<file path="src/hdl/tbdd_pkg.sv">
// ---------------------------------------------------------------------------
// tbdd_pkg
// Shared types, register indexes and reset values of the touch pad
// baseline / debounce detector.
// ---------------------------------------------------------------------------
package tbdd_pkg;

  // default level format: integer and fraction bits
  localparam int SAMPLE_BITS_DEF   = 16;
  localparam int FRACTION_BITS_DEF = 8;

  // gain format: Q0.16 with one extra bit so that 65536 means one
  localparam int ALPHA_W = 17;

  // configuration port
  localparam int CFG_W     = 17;
  localparam int CFG_IDX_W = 3;

  localparam logic [CFG_IDX_W-1:0] REG_SAMPLE_INTERVAL = 3'd0;
  localparam logic [CFG_IDX_W-1:0] REG_FILTER_ALPHA    = 3'd1;
  localparam logic [CFG_IDX_W-1:0] REG_BASELINE_ALPHA  = 3'd2;
  localparam logic [CFG_IDX_W-1:0] REG_PRESS_THRESHOLD = 3'd3;
  localparam logic [CFG_IDX_W-1:0] REG_RELEASE_THRESH  = 3'd4;
  localparam logic [CFG_IDX_W-1:0] REG_DEBOUNCE        = 3'd5;
  localparam logic [CFG_IDX_W-1:0] REG_PRESS_RISING    = 3'd6;

  // register reset values
  localparam logic [15:0]        RST_SAMPLE_INTERVAL = 16'd20;
  localparam logic [ALPHA_W-1:0] RST_FILTER_ALPHA    = 17'd16384;
  localparam logic [ALPHA_W-1:0] RST_BASELINE_ALPHA  = 17'd66;
  localparam logic [15:0]        RST_PRESS_THRESHOLD = 16'd200;
  localparam logic [16:0]        RST_RELEASE_THRESH  = 17'd100;
  localparam logic [7:0]         RST_DEBOUNCE        = 8'd3;
  localparam logic               RST_PRESS_RISING    = 1'b0;

  // debounce counter saturation
  localparam logic [7:0] CNT_MAX = 8'hFF;

  // input request
  typedef struct packed {
    logic [31:0] time_ms;
    logic [15:0] raw_sample;
  } in_t;

  // result request
  typedef struct packed {
    logic press_event;
    logic held;
    logic sample_taken;
  } out_t;

endpackage

</file>
<file path="src/hdl/tbdd_track.sv">
// ---------------------------------------------------------------------------
// tbdd_track
// Bit-serial level tracker: level + floor(alpha * (target - level) / 65536),
// clamped to the level range. One gain bit per cycle, 17 steps per update.
// ---------------------------------------------------------------------------
module tbdd_track #(
  parameter int LEVEL_W = tbdd_pkg::SAMPLE_BITS_DEF + tbdd_pkg::FRACTION_BITS_DEF
) (
  input  logic                       clk,
  input  logic                       rst_n,
  input  logic                       start,
  input  logic [LEVEL_W-1:0]         level,
  input  logic [LEVEL_W-1:0]         target,
  input  logic [tbdd_pkg::ALPHA_W-1:0] alpha,
  output logic                       done,
  output logic [LEVEL_W-1:0]         result
);

  localparam int DIFF_W    = LEVEL_W + 1;
  localparam int ACC_W     = LEVEL_W + 2;
  localparam int SUM_W     = LEVEL_W + 3;
  localparam int SUMV_W    = LEVEL_W + 4;
  localparam int STEP_W    = $clog2(tbdd_pkg::ALPHA_W);
  localparam int LAST_STEP = tbdd_pkg::ALPHA_W - 1;

  logic                           busy_r, busy_nxt;
  logic                           done_r, done_nxt;
  logic [STEP_W-1:0]              step_r, step_nxt;
  logic [tbdd_pkg::ALPHA_W-1:0]   alpha_sr_r, alpha_sr_nxt;
  logic signed [DIFF_W-1:0]       diff_r, diff_nxt;
  logic signed [ACC_W-1:0]        acc_r, acc_nxt;
  logic [LEVEL_W-1:0]             level_r, level_nxt;
  logic [LEVEL_W-1:0]             result_r, result_nxt;

  logic signed [SUM_W-1:0]        addend;
  logic signed [SUM_W-1:0]        sum;
  logic signed [SUMV_W-1:0]       total;
  logic [LEVEL_W-1:0]             clamped;

  // one partial product per cycle, shifted right so the adder stays narrow
  always_comb begin
    addend  = alpha_sr_r[0] ? $signed({{2{diff_r[DIFF_W-1]}}, diff_r})
                            : '0;
    sum     = $signed({acc_r[ACC_W-1], acc_r}) + addend;
    total   = $signed({4'b0000, level_r}) + $signed({sum[SUM_W-1], sum});
    if (total[SUMV_W-1]) begin
      clamped = '0;
    end else if (total[SUMV_W-2:LEVEL_W] != '0) begin
      clamped = '1;
    end else begin
      clamped = total[LEVEL_W-1:0];
    end
  end

  // step sequencing
  always_comb begin
    busy_nxt     = busy_r;
    done_nxt     = 1'b0;
    step_nxt     = step_r;
    alpha_sr_nxt = alpha_sr_r;
    diff_nxt     = diff_r;
    acc_nxt      = acc_r;
    level_nxt    = level_r;
    result_nxt   = result_r;
    if (start) begin
      busy_nxt     = 1'b1;
      step_nxt     = '0;
      alpha_sr_nxt = alpha;
      diff_nxt     = $signed({1'b0, target}) - $signed({1'b0, level});
      acc_nxt      = '0;
      level_nxt    = level;
    end else if (busy_r) begin
      if (step_r == STEP_W'(LAST_STEP)) begin
        // top gain bit weighs 65536: added without a shift
        busy_nxt   = 1'b0;
        done_nxt   = 1'b1;
        result_nxt = clamped;
      end else begin
        acc_nxt      = sum[SUM_W-1:1];
        alpha_sr_nxt = alpha_sr_r >> 1;
        step_nxt     = step_r + 1'b1;
      end
    end
  end

  always_ff @(posedge clk) begin
    if (!rst_n) begin
      busy_r <= 1'b0;
      done_r <= 1'b0;
      step_r <= '0;
    end else begin
      busy_r <= busy_nxt;
      done_r <= done_nxt;
      step_r <= step_nxt;
    end
    alpha_sr_r <= alpha_sr_nxt;
    diff_r     <= diff_nxt;
    acc_r      <= acc_nxt;
    level_r    <= level_nxt;
    result_r   <= result_nxt;
  end

  assign done   = done_r;
  assign result = result_r;

endmodule

</file>
<file path="src/hdl/touch_baseline_debounce_detect.sv">
// ---------------------------------------------------------------------------
// touch_baseline_debounce_detect
// Capacitive pad detector: interval gate, low-pass filter, baseline
// tracking, hysteresis thresholds and debounced press / release.
//
// Usage: an input request (time_ms, raw_sample) is taken when in_valid is
// high and in_stall low; every request yields exactly one result request
// (press_event, held, sample_taken) on the out_ channel. Registers are
// written through cfg_we / cfg_index / cfg_data while the block is idle.
// Flow: a gated or seeding request goes from idle straight to the done
// state. A tracked sample runs the bit-serial tracker (17 steps) for the
// filter, loads its result and takes the press / release decision; when
// the baseline also follows, a second tracker update and load come next.
// One request is in work at a time: the next is taken only once the
// block is back in idle. If the receiver stalls, a finished result
// waits in the output register while the next request is worked on; the
// result after it, and in_stall, stay held until that register is freed.
// Reset (rst_n low, synchronous) restores register defaults, clears the
// seeded, held and debounce state and empties the output register.
// ---------------------------------------------------------------------------
module touch_baseline_debounce_detect #(
  parameter int SAMPLE_BITS   = tbdd_pkg::SAMPLE_BITS_DEF,
  parameter int FRACTION_BITS = tbdd_pkg::FRACTION_BITS_DEF
) (
  input  logic                            clk,
  input  logic                            rst_n,
  input  logic                            in_valid,
  output logic                            in_stall,
  input  tbdd_pkg::in_t                   in_data,
  output logic                            out_valid,
  input  logic                            out_stall,
  output tbdd_pkg::out_t                  out_data,
  input  logic                            cfg_we,
  input  logic [tbdd_pkg::CFG_IDX_W-1:0]  cfg_index,
  input  logic [tbdd_pkg::CFG_W-1:0]      cfg_data
);

  localparam int LEVEL_W = SAMPLE_BITS + FRACTION_BITS;
  localparam int CMP_A   = LEVEL_W + 1;
  localparam int CMP_B   = FRACTION_BITS + 17;
  localparam int CMP_W   = ((CMP_A > CMP_B) ? CMP_A : CMP_B) + 1;

  typedef enum logic [4:0] {
    ST_IDLE   = 5'b00001,
    ST_FILT   = 5'b00010,
    ST_DECIDE = 5'b00100,
    ST_BASE   = 5'b01000,
    ST_DONE   = 5'b10000
  } state_t;

  // configuration registers
  logic [15:0]                    intv_r;
  logic [tbdd_pkg::ALPHA_W-1:0]   falpha_r;
  logic [tbdd_pkg::ALPHA_W-1:0]   balpha_r;
  logic [15:0]                    pthr_r;
  logic [16:0]                    rthr_r;
  logic [7:0]                     deb_r;
  logic                           rising_r;

  // detector state
  state_t                         state_r, state_nxt;
  logic                           seeded_r, seeded_nxt;
  logic [31:0]                    last_r, last_nxt;
  logic [LEVEL_W-1:0]             filt_r, filt_nxt;
  logic [LEVEL_W-1:0]             base_r, base_nxt;
  logic                           held_r, held_nxt;
  logic [7:0]                     cnt_r, cnt_nxt;
  tbdd_pkg::out_t                 res_r, res_nxt;
  logic                           out_valid_r, out_valid_nxt;
  tbdd_pkg::out_t                 out_data_r, out_data_nxt;

  // tracker hookup
  logic                           trk_start;
  logic [LEVEL_W-1:0]             trk_level;
  logic [LEVEL_W-1:0]             trk_target;
  logic [tbdd_pkg::ALPHA_W-1:0]   trk_alpha;
  logic                           trk_done;
  logic [LEVEL_W-1:0]             trk_result;

  // datapath helpers
  logic                           accept;
  logic [SAMPLE_BITS-1:0]         raw_bits;
  logic [LEVEL_W-1:0]             raw_lvl;
  logic [31:0]                    elapsed;
  logic                           gated;
  logic signed [CMP_W-1:0]        filt_ext, base_ext, amount;
  logic signed [CMP_W-1:0]        pthr_ext, rthr_ext;
  logic                           press_hit, release_hit;
  logic [7:0]                     cnt_inc;
  logic                           cnt_reached;
  logic                           out_free;

  assign in_stall = (state_r != ST_IDLE);
  assign accept   = in_valid && !in_stall;
  assign out_free = !out_valid_r || !out_stall;

  // reading in level format and interval gate
  assign raw_bits = SAMPLE_BITS'(in_data.raw_sample);
  assign raw_lvl  = {raw_bits, {FRACTION_BITS{1'b0}}};
  assign elapsed  = in_data.time_ms - last_r;
  assign gated    = seeded_r && (elapsed < 32'(intv_r));

  // touch amount and threshold tests
  always_comb begin
    filt_ext    = $signed(CMP_W'(filt_r));
    base_ext    = $signed(CMP_W'(base_r));
    amount      = rising_r ? (filt_ext - base_ext) : (base_ext - filt_ext);
    pthr_ext    = $signed(CMP_W'({pthr_r, {FRACTION_BITS{1'b0}}}));
    rthr_ext    = $signed({{(CMP_W - CMP_B){rthr_r[16]}}, rthr_r,
                           {FRACTION_BITS{1'b0}}});
    press_hit   = (amount >= pthr_ext);
    release_hit = (amount <= rthr_ext);
    cnt_inc     = (cnt_r == tbdd_pkg::CNT_MAX) ? cnt_r : cnt_r + 8'd1;
    cnt_reached = (cnt_inc >= deb_r);
  end

  // tracker operand select: filter from idle, baseline from the decision
  always_comb begin
    trk_start  = 1'b0;
    trk_level  = filt_r;
    trk_target = raw_lvl;
    trk_alpha  = falpha_r;
    if (state_r == ST_DECIDE) begin
      trk_level  = base_r;
      trk_target = filt_r;
      trk_alpha  = balpha_r;
      trk_start  = !held_r && !press_hit;
    end else if (accept) begin
      trk_start  = !gated && seeded_r;
    end
  end

  tbdd_track #(
    .LEVEL_W (LEVEL_W)
  ) u_track (
    .clk    (clk),
    .rst_n  (rst_n),
    .start  (trk_start),
    .level  (trk_level),
    .target (trk_target),
    .alpha  (trk_alpha),
    .done   (trk_done),
    .result (trk_result)
  );

  // sequencer
  always_comb begin
    state_nxt     = state_r;
    seeded_nxt    = seeded_r;
    last_nxt      = last_r;
    filt_nxt      = filt_r;
    base_nxt      = base_r;
    held_nxt      = held_r;
    cnt_nxt       = cnt_r;
    res_nxt       = res_r;
    out_valid_nxt = out_valid_r && out_stall;
    out_data_nxt  = out_data_r;
    unique case (state_r)
      ST_IDLE: begin
        if (accept) begin
          res_nxt.press_event  = 1'b0;
          res_nxt.held         = held_r;
          res_nxt.sample_taken = !gated;
          if (gated) begin
            state_nxt = ST_DONE;
          end else begin
            last_nxt = in_data.time_ms;
            if (!seeded_r) begin
              filt_nxt   = raw_lvl;
              base_nxt   = raw_lvl;
              seeded_nxt = 1'b1;
              state_nxt  = ST_DONE;
            end else begin
              state_nxt = ST_FILT;
            end
          end
        end
      end
      ST_FILT: begin
        if (trk_done) begin
          filt_nxt  = trk_result;
          state_nxt = ST_DECIDE;
        end
      end
      ST_DECIDE: begin
        state_nxt = ST_DONE;
        if (!held_r) begin
          if (press_hit) begin
            if (cnt_reached) begin
              held_nxt            = 1'b1;
              cnt_nxt             = '0;
              res_nxt.press_event = 1'b1;
              res_nxt.held        = 1'b1;
            end else begin
              cnt_nxt = cnt_inc;
            end
          end else begin
            // not pressed: baseline follows the filtered level
            cnt_nxt   = '0;
            state_nxt = ST_BASE;
          end
        end else if (release_hit) begin
          if (cnt_reached) begin
            held_nxt     = 1'b0;
            cnt_nxt      = '0;
            res_nxt.held = 1'b0;
          end else begin
            cnt_nxt = cnt_inc;
          end
        end else begin
          cnt_nxt = '0;
        end
      end
      ST_BASE: begin
        if (trk_done) begin
          base_nxt  = trk_result;
          state_nxt = ST_DONE;
        end
      end
      ST_DONE: begin
        // hand the result over once the output register is free
        if (out_free) begin
          out_valid_nxt = 1'b1;
          out_data_nxt  = res_r;
          state_nxt     = ST_IDLE;
        end
      end
      default: begin
        state_nxt = ST_IDLE;
      end
    endcase
  end

  always_ff @(posedge clk) begin
    if (!rst_n) begin
      state_r     <= ST_IDLE;
      seeded_r    <= 1'b0;
      held_r      <= 1'b0;
      cnt_r       <= '0;
      out_valid_r <= 1'b0;
    end else begin
      state_r     <= state_nxt;
      seeded_r    <= seeded_nxt;
      held_r      <= held_nxt;
      cnt_r       <= cnt_nxt;
      out_valid_r <= out_valid_nxt;
    end
    last_r     <= last_nxt;
    filt_r     <= filt_nxt;
    base_r     <= base_nxt;
    res_r      <= res_nxt;
    out_data_r <= out_data_nxt;
  end

  // configuration writes
  always_ff @(posedge clk) begin
    if (!rst_n) begin
      intv_r   <= tbdd_pkg::RST_SAMPLE_INTERVAL;
      falpha_r <= tbdd_pkg::RST_FILTER_ALPHA;
      balpha_r <= tbdd_pkg::RST_BASELINE_ALPHA;
      pthr_r   <= tbdd_pkg::RST_PRESS_THRESHOLD;
      rthr_r   <= tbdd_pkg::RST_RELEASE_THRESH;
      deb_r    <= tbdd_pkg::RST_DEBOUNCE;
      rising_r <= tbdd_pkg::RST_PRESS_RISING;
    end else if (cfg_we) begin
      unique case (cfg_index)
        tbdd_pkg::REG_SAMPLE_INTERVAL: intv_r   <= cfg_data[15:0];
        tbdd_pkg::REG_FILTER_ALPHA:    falpha_r <= cfg_data[16:0];
        tbdd_pkg::REG_BASELINE_ALPHA:  balpha_r <= cfg_data[16:0];
        tbdd_pkg::REG_PRESS_THRESHOLD: pthr_r   <= cfg_data[15:0];
        tbdd_pkg::REG_RELEASE_THRESH:  rthr_r   <= cfg_data[16:0];
        tbdd_pkg::REG_DEBOUNCE:        deb_r    <= cfg_data[7:0];
        tbdd_pkg::REG_PRESS_RISING:    rising_r <= cfg_data[0];
        default: ;
      endcase
    end
  end

  assign out_valid = out_valid_r;
  assign out_data  = out_data_r;

endmodule

</file>
<file path="config.mk">
export PLATFORM = sky130hd
export DESIGN_NAME = touch_baseline_debounce_detect
export DESIGN_NICKNAME = d
export VERILOG_FILES = /design/src/hdl/tbdd_pkg.sv /design/src/hdl/tbdd_track.sv /design/src/hdl/touch_baseline_debounce_detect.sv
export SDC_FILE = /design/constraint.sdc
export NUM_CORES = 1
export LEC_CHECK = 0
export ABC_CLOCK_PERIOD_IN_PS = 20500
export BUFFER_PORTS_ARGS = -buffer_cell sky130_fd_sc_hd__buf_2
export CORE_MARGIN = 2
export CORE_UTILIZATION = 60
export CTS_CLUSTER_SIZE = 20
export DETAILED_ROUTE_END_ITERATION = 16
export HOLD_SLACK_MARGIN = 0.02
export PLACE_DENSITY = 0.81
export SLEW_MARGIN = 20
export SYNTH_ARGS = -nofsm -noshare
export SYNTH_HDL_FRONTEND = slang
export SYNTH_SLANG_ARGS = --single-unit
</file>
<file path="constraint.sdc">
create_clock -name clk -period 20.5 [get_ports clk]
set_input_delay 4.1 -clock clk [delete_from_list [all_inputs] [get_ports clk]]
set_output_delay 4.1 -clock clk [all_outputs]
set_load 0.01 [all_outputs]
</file>
==> results.md <==
- Worst-path cell chain: buf_2 -> inv_1 -> ha_1 -> inv_1 -> fa_1 -> a21o_1 -> a21oi_1 -> o211ai_1 -> a22o_1 -> nor2_1 -> xnor2_1 -> ha_1 -> a21oi_1 -> nor2b_1 -> or4_1 -> or4_1 -> a2111oi_0 -> and4b_1 -> nand4_2 -> a211o_4 -> buf_4 -> nor2_2 -> buf_4
- Slew headroom: a little over a quarter
- RR Startpoint: base_r[0]
- Fin crit share: between 40% and 50%
- H-Tree Depth: 2
- PortBufs: a little under 80
- I/O pin cnt: between 70 and 80
- Most common cell in the netlist: nand2_1
- FF-to-FF setup slack: 12.80 ns
- Post-CTS Setup Bufs: 0
- Largest net degree at the start of global routing: about 120
- Via Count: about 18000
- DP Wirelength: about 38000 um
- Final Max Tran Viols: 0
- Reg2Reg Capture Point: u_track.result[21]
- Post-synth cell types: 73
- Least-Margin Pin Slew: roughly 1.1 ns
- Sequential share of the synthesized area: 37.1%
- Root Buffer: clkbuf_16
- VDD IR max: 0.0746 mV
- Starting Density: 61.2%
- Initial antenna violation count: 1
- Critical path buffer and inverter count: 5
- FMAX: 102 MHz
- Area grow syn2layout: 8.50%
- Post-synth ARST share: 0%
- 1st-pass router iterations: 6
- CP endpoint: u_track.result[21]
- CTS Buffer Depth: 3
- Worst Skew: roughly 0.015 ns
- Core Util, Final: between 60 and 70%
- Final TNS setup: 0 ns
- Number of clock sinks: about 320
- Clock latency on the worst-skew pair: roughly 0.55 ns
- Cells after Synth: between 2000 and 3000
- Fin. Hold Viols: 0
- Final setup vio count: 0
- Setup crit start: in_data[16]
- Routed wire length per instance: 17.3 um
- Total track usage: between 20% and 30%
- Number of synthesized register bits: between 300 and 400
- Worst Path Max Fanout: 76
- Number of global-route vias before repair: around 18000
- Synth top area cells: edfxtp_1, dfxtp_1, ha_1, nand2_1, a21oi_1
- CP delay by family, top: compound AO/OA/AOI/OAI gates
- Filler cells: 2907
- Drt first-iter violations: around 1300
- Post-route ant nets: 0
- RSZ-0062 raised after global routing: false
- Max_cap viols: 0
- Type of origin of the critical path: primary input
- CP Depth: 23
- Critical Path AT: 10.00 ns
- Net Count, Synth: 2801
- Num CTS Buffers: 36
- CP endpoint kind: register
- Row count: 69
- Crit Path Class: in2reg
- Reg clk slew, reported paths: around 0.060 ns
- Die height: 195 um
- Routed wire length: roughly 52000 um
- DRC viols: 0
- Ant diodes: 0
- Vias/cell: 5.93
- Cell Area, Synth: between 20000 and 25000 um^2
- EDFF count, synth: between 150 and 200
- Gp weighted congestion: 0.883
- First-pass GRT wire length: around 85000 um
- Leakage dissipation: just over 10 nW
- Area of the core: roughly 36000 um^2
- Status: finished clean
- Post-synth top area share: roughly a quarter
- Top FF cell, synth: edfxtp_1
- Chip width: between 150 and 200 um
- Hold-fix buffers, CTS: 0
- Overflow after GRT: 0
- CTS tree: yes
- Post-CTS Resized: 0
- Die area: 38000 um^2
- Avg Cell Area, Syn: approximately 8.7 um^2
- Share of layout cells above drive strength 1: slightly above 8%
- Max stage delay on crit path: around 0.53 ns
- R2R depth: 24
- Post-synth top area cell: edfxtp_1
- Worst path slowest cell: a211o_4
- Layout Nets: 2831
- Req. time, crit path: approximately 21 ns
- Hold Path Class: reg2reg
- Period minus WS final: 9.79 ns
- Yosys warns: 0
- Power Density: 107 nW/um^2
- Commonest cells post-synth: nand2_1, ha_1, inv_1
registers in the layout, summed over array words and instances (netlist names), 3 cells and up:
name / count
u_track.step_r: 5
filt_r: 24
base_r: 24
falpha_r: 17
rthr_r: 17
res_r: 3
cnt_r: 8
intv_r: 16
u_track.alpha_sr_r: 17
balpha_r: 17
state_r: 5
deb_r: 8
last_r: 32
u_track.diff_r: 25
out_data: 3
u_track.level_r: 24
pthr_r: 16
u_track.acc_r: 26
u_track.result: 24
cell type report:
| cell class | instances | area, um^2 | share of cell area (%) |
|---|---|---|---|
| multi-input combinational | 1884 | 12600 | 53.1 |
| sequential | 317 | 8110 | 34.2 |
| clock buffer | 55 | 1090 | 4.61 |
| inverter | 211 | 792 | 3.34 |
| tap | 461 | 577 | 2.43 |
| timing repair buffer | 90 | 503 | 2.12 |
| clock inverter | 11 | 62.6 | 0.264 |
metal layers:
layer,global-route usage (%),vias up,share of wire (%)
met2,46.7,562,48
met5,0,-,0.013
met3,4.10,100,6.0
met1,35.0,8440,43
li1,-,8849,-
met4,9.10,2,2.9
worst min path at each step:
stage                        start          end  slack (ns)  cells after the start
after floorplan           res_r[0]  out_data[0]        0.40                      0
after global placement    res_r[2]  out_data[2]        0.42                      0
after detailed placement  res_r[1]  out_data[1]        0.42                      0
after CTS                 res_r[1]  out_data[1]        0.43                      0
after global routing      res_r[1]  out_data[1]        0.43                      0
final                     res_r[1]  out_data[1]        0.43                      0
power breakdown:
group	switching, mW	internal (mW)
registers	0.0378	0.775
logic	0.651	0.444
clock network	0.263	0.369
total	0.952	1.59
worst reg2reg max path, stage by stage (launching register included):
cell,delay [ns]
edfxtp_1,0.44
inv_1,0.08
ha_1,0.16
inv_1,0.05
fa_1,0.39
a21oi_1,0.19
o21ai_0,0.14
a2111oi_0,0.44
a21oi_1,0.18
mux2_2,0.33
a21oi_1,0.23
o221ai_1,0.21
a221oi_1,0.39
xnor2_1,0.21
ha_1,0.29
a21o_1,0.17
a2111oi_0,0.86
o2111ai_1,0.34
a41oi_1,0.31
nor3_1,0.11
nor2_1,0.30
a211o_4,0.38
buf_4,0.88
nor2_2,0.07
buf_4,0.27
metrics by stage:
stage	total power, mW	area, um^2	hold slack (ns)	setup slack, ns	cells
after floorplan	1.64	21900	0.400	10.44	2510
after global placement	1.85	22500	0.418	10.29	2962
after detailed placement	1.89	22500	0.418	10.19	2962
after CTS	2.53	23700	0.432	10.76	3028
after global routing	2.70	23700	0.431	10.40	3029
final	2.54	23700	0.430	10.71	3029
layout by cell type, fill, tap and decap left out, drive strengths merged, types with 24 or more instances in the layout:
cell	n
mux2i	34
o211ai	27
edfxtp	176
a21oi	196
clkbuf	55
nand2	479
nor2b	25
ha	212
a21boi	89
buf	90
and2	53
inv	214
nand4	25
dfxtp	141
nor3	31
xor2	36
o21ai	98
nor2	100
o21a	24
xnor2	73
nand3	38
nand2b	28
a21o	100
cells by family (layout without fill, tap and decap cells):
| group | after synthesis | after routing | share of synthesized area (%) |
|---|---|---|---|
| muxes | 52 | 52 | 2.69 |
| adders and majority gates | 218 | 218 | 12.7 |
| buffers and inverters | 309 | 367 | 5.68 |
| DFF | 317 | 317 | 37.1 |
| xor gates and xnor gates | 109 | 109 | 4.36 |
| and+or+nand+nor | 845 | 845 | 17.4 |
| AOI/OAI and AO/OA | 660 | 660 | 20.1 |
No activity file was read; power rests on OpenSTA's default activity.
